--- src/hw/rtl/mts_pkg.sv ---
package mts_pkg;

    localparam int STACK_DEPTH_DEF = 256;
    localparam int DATA_W          = 32;
    localparam int OUT_W           = 72;

    typedef enum logic [1:0] {
        ST_OK        = 2'd0,
        ST_OVERFLOW  = 2'd1,
        ST_UNDERFLOW = 2'd2
    } status_t;

    typedef enum logic [1:0] {
        S_IDLE,
        S_LOAD,
        S_FINISH
    } state_t;

    // Commands from the controller to the datapath.
    typedef struct packed {
        logic accept;
        logic load_tops;
        logic load_out;
    } dp_cmd_t;

    // Status from the datapath to the controller.
    typedef struct packed {
        logic pop_ok;
        logic out_free;
    } dp_stat_t;

endpackage

--- src/hw/rtl/mts_ctrl.sv ---
module mts_ctrl
(
    input  logic              clk,
    input  logic              rst_n,
    input  logic              in_valid,
    input  logic              in_pop,
    output logic              in_ready,
    input  mts_pkg::dp_stat_t stat,
    output mts_pkg::dp_cmd_t  cmd
);

    mts_pkg::state_t state_reg;
    mts_pkg::state_t state_next;

    always_ff @(posedge clk or negedge rst_n)
    begin
        if (!rst_n)
        begin
            state_reg <= mts_pkg::S_IDLE;
        end
        else
        begin
            state_reg <= state_next;
        end
    end

    always_comb
    begin
        state_next    = state_reg;
        in_ready      = 1'b0;
        cmd.accept    = 1'b0;
        cmd.load_tops = 1'b0;
        cmd.load_out  = 1'b0;
        case (state_reg)
            mts_pkg::S_IDLE:
            begin
                in_ready   = 1'b1;
                cmd.accept = in_valid;
                if (in_valid)
                begin
                    // A pop that removes a value must refetch the tops.
                    if (in_pop && stat.pop_ok)
                    begin
                        state_next = mts_pkg::S_LOAD;
                    end
                    else
                    begin
                        state_next = mts_pkg::S_FINISH;
                    end
                end
            end
            mts_pkg::S_LOAD:
            begin
                cmd.load_tops = 1'b1;
                state_next    = mts_pkg::S_FINISH;
            end
            mts_pkg::S_FINISH:
            begin
                if (stat.out_free)
                begin
                    cmd.load_out = 1'b1;
                    state_next   = mts_pkg::S_IDLE;
                end
            end
            default:
            begin
                state_next = mts_pkg::S_IDLE;
            end
        endcase
    end

endmodule

--- config.mk ---
export PLATFORM = sky130hd
export DESIGN_NAME = mts_ctrl
export DESIGN_NICKNAME = d
export VERILOG_FILES = /design/src/hw/rtl/mts_pkg.sv /design/src/hw/rtl/mts_ctrl.sv
export SDC_FILE = /design/constraint.sdc
export NUM_CORES = 1
export LEC_CHECK = 0
export BUFFER_PORTS_ARGS = -buffer_cell sky130_fd_sc_hd__buf_4
export CAP_MARGIN = 20
export CORE_AREA = 2 2 39 41
export CTS_BUF_LIST = sky130_fd_sc_hd__clkbuf_16
export CTS_CLUSTER_DIAMETER = 100
export DETAILED_ROUTE_END_ITERATION = 6
export DIE_AREA = 0 0 41 43
export GPL_TIMING_DRIVEN = 0
export PLACE_DENSITY = 0.3
export SYNTH_ARGS = -nofsm -noshare
export SYNTH_HDL_FRONTEND = slang
export SYNTH_SLANG_ARGS = --single-unit
--- constraint.sdc ---
create_clock -name clk -period 1.4 [get_ports clk]
set_input_delay 0.07 -clock clk [delete_from_list [all_inputs] [get_ports clk]]
set_output_delay 0.07 -clock clk [all_outputs]
set_load 0.1 [all_outputs]
## Word level (Yosys, flattened, before mapping)

Cells that the tools add are included.

| storage, ports and cells | value |
|---|---|
| flip-flop bits (word level) | 2 |
| bits of input ports | 6 |
| output and inout port bits | 4 |
| word-level logic and storage cells | 17 |

| operators by class | value |
|---|---|
| equal/unequal tests | 4 |
| muxes and demuxes | 9 |
| reduce and logical (&&, ||, !) cells | 3 |

Operators with widths:

| cell | count |
|---|---|
| 2-bit 2-to-1 mux | 3 |
| 2-bit case mux with 3 select lines | 1 |
| 1-bit 2-to-1 mux | 5 |
| 2-bit inequality test (second input constant) | 2 |
| 2-bit by 1-bit == test with 1-bit output (second input constant) | 1 |
| 2-bit == test (second input constant) | 1 |
| 2-bit zero test | 1 |
| 2-bit AND reduction | 1 |
| 1-bit logical AND | 1 |

## Logic depth before layout (Yosys ltp)

| depth | value |
|---|---|
| word-level depth | 4 |
| mapped depth | 2 |
| mapped depth without buffers | 2 |

## Worst setup path after synthesis

No wires, ideal clock.

| path | value |
|---|---|
| path kind | reg2reg |
| start point | reg state_reg[1] |
| end point | reg state_reg[0] |
| setup time | 0.072 ns |
| data arrival time | 1.937 ns |
| data required time | 1.328 ns |
| setup slack | -0.609 ns |
| cell stages (with the launch flop) | 3 |
| buffers on the path | 0 |
| period minus slack after synthesis | 2.009 ns |
| cells stage by stage | dfrtp_1 nor3b_2 and3_1 |

| on the way | value |
|---|---|
| cells in the longest elaborated chain, start to end | 3 |
| elaborated cells on any way between the ends | 7 |
| classes of those cells | 4 x eq/ne; 1 x mux; 2 x reduce/logical |

RTL lines:

| item | RTL line | RTL |
|---|---|---|
| start, declared | mts_ctrl.sv:12 | `mts_pkg::state_t state_reg;` |
| start signal, assigned | mts_ctrl.sv:19 | `state_reg <= mts_pkg::S_IDLE;` |
| start signal, assigned | mts_ctrl.sv:23 | `state_reg <= state_next;` |
| 2-bit == test / 2-bit zero test (equally long branches) | mts_ctrl.sv:34 | `case (state_reg)` |
| 2-bit inequality test (no source line) | n/a |  |
| 2-bit AND reduction (no source line) | n/a |  |

Parallel ways exist; a longest one is shown, timed or not.
A chain may end at the register's enable or synchronous reset.

==> out/results.ini <==
[status]
status=completed

[flow_run]
cap_violations=0

[timing]
fin_crit_ns=1.26
relSlewSlack_pct=81.5
skew_ns=0.00463
worst_pin_slew_ns=0.279
tns_ns=0
fin_ws_ns=0.139
finalSetupViolations=0
rsz0062_at_grt=false
timing.hold.ws_ns=0.106
period_share_pct=90.1
hold_viol=0
finalMaxSlewViolations=0
max_freq_mhz=793

[cells_and_area]
layoutNonFillerInstCount=39
final_nets=31
insertedDiodeCount=0
nFillCells=154
synthToLayoutAreaGrowth_pct=159
drive_gt1_share_pct=73.9
largest_reg_flops=2
final-seq-area_sq_um=50.0
multiInputGateArea_sq_um=72.6

[logic_synthesis]
yosysTopAreaCellShare_pct=44.0
syn_nets=16
avgSynthCellArea_sq_um=11.4
ys_seq_elements=2
synthTopCellsByArea=dfrtp_1 44%, nor3b_2 11%, and3b_2 8.8%
yosysUniqueCellTypes=9
syn-cell-area_sq_um=114
synth_cells=10
yosysSeqAreaShare_pct=44.0
yosys_warnings=0
yosysTopAreaCell=dfrtp_1

[place]
port_buffers=9
dp_slack_ns=0.362
placedCellCount=35
routabilityCongestion=0.562

[grt]
grt_pass1_vias=104
grt_pass1_wl_um=476
antenna_found_initial=0
grt-ovfl-total=0
grt_max_degree=7
grt_use_total_pct=5.22

[worst_setup_path]
crit_arrival_ns=1.19
startpoint_type=flip-flop
critical_path_required_ns=1.33
worstSetupPathType=flip-flop to output pin
crit_fanout=6
crit_chain=nor3b_4 > buf_4
end_kind=output pin
critPathMaxStageDelay_ns=0.44
cpMaxStageDelayCell=dfrtp_1

[clocking]
cts_tree=yes
cts_resized=0
clock_path_buffers=2
clk_pin_slew_ns=0.03
root_buffer=clkbuf_16
htreeDepth=1
cts.sinks=2
insertion_delay_ns=0.22
numCtsBuffers=3

[floorplan]
io_pins=10
core_sq_mm=0.00138
dieArea_sq_mm=0.00176
die_h_um=43
rows=14
die_w_um=41
start_util_pct=8.23

[routing]
drtIter0Drc=2
dr.pass1.iters=2
antenna_left=0
via_per_inst=3.15
vias=123
routed_wl_um=303
drc=0
wl_per_cell_um=7.77

[power_and_ir_drop]
p_leak_nw=0.141
p_per_area_mw_per_mm2=2580
irDropWorstVdd_mv=0.706
total_power_w=0.000761

[min_path]
hp-class=input port to flip-flop

-- Yosys cell counts --
master / number
and3b_2: 1
a21boi_0: 1
and3_1: 1
nor2_1: 1
dfrtp_1: 2
o21ai_0: 1
o31a_2: 1
and2b_2: 1
nor3b_2: 1
-- critical path: cells and delay by family, from the launching register on --
| kind | cells | cell delay, ns |
|---|---|---|
| buf+inv | 1 | 0.31 |
| simple gates | 1 | 0.22 |
| flops | 1 | 0.44 |
-- final timing paths --
path,startpoint,to,slack [ns],cells past startpoint
setup / recovery,state_reg[1],cmd[2],0.14,2
hold / removal,stat[1],state_reg[0],0.11,2
setup reg to reg,state_reg[1],state_reg[1],0.47,1
hold reg to reg,state_reg[0],state_reg[1],0.66,1
max in group asynchronous,rst_n,state_reg[1],1.13,2
min in group asynchronous,rst_n,state_reg[0],0.18,2
-- power by group --
part | leakage [nW] | switching (W) | total, W | internal [W]
clock | 0.0370 | 0.0000642 | 0.000428 | 0.000363
combinational | 0.0787 | 0.000178 | 0.000244 | 0.0000664
sequential | 0.0253 | 0.0000206 | 0.0000892 | 0.0000686
total | 0.141 | 0.000263 | 0.000761 | 0.000498
-- metal layers --
| metal | vias to the layer above | share of wire [%] | global-route usage, % |
|---|---|---|---|
| met3 | 0 | 20 | 7.85 |
| met2 | 8 | 45 | 4.69 |
| li1 | 65 | - | - |
| met5 | - | 0 | 0 |
| met1 | 50 | 35 | 5.13 |
| met4 | 0 | 0 | 4.00 |
-- stage by stage --
step | util [%] | instance area [sq um]
after floorplan | - | 123
after global placement | 15.2 | 210
after detailed placement | 15.2 | 210
after CTS | 21.3 | 295
after global routing | 21.3 | 295
final | 21.3 | 295
-- area by class of cell --
| cell class | instances | area share, % |
|---|---|---|
| Sequential cell | 2 | 16.9 |
| Clock buffer | 3 | 25.4 |
| Tap cell | 16 | 6.78 |
| Multi-Input combinational cell | 8 | 24.6 |
| Timing Repair Buffer | 10 | 26.3 |
-- cell families after synthesis --
| kind of cell | share of synthesized area [%] |
|---|---|
| AND/OR/NAND/NOR | 36.3 |
| flip-flops | 44.0 |
| AO/OA/AOI/OAI | 19.8 |
-- what timing repair did --
action / 4_1_cts / 5_1_grt
buffers inserted: 0 / 0
endpoints found under the hold margin: 2 / 0
hold buffers: 1 / 0
-- placed cells by master, fill, tap and decap left out, drive strengths merged --
cell,synthesis,final
a21boi,1,1
nor2,1,1
o21ai,1,1
o31a,1,1
nor3b,1,1
buf,0,9
and3b,1,1
and3,1,1
and2b,1,1
dlygate4sd3,0,1
clkbuf,0,3
dfrtp,2,2
Power figures use the tool's default switching activity.
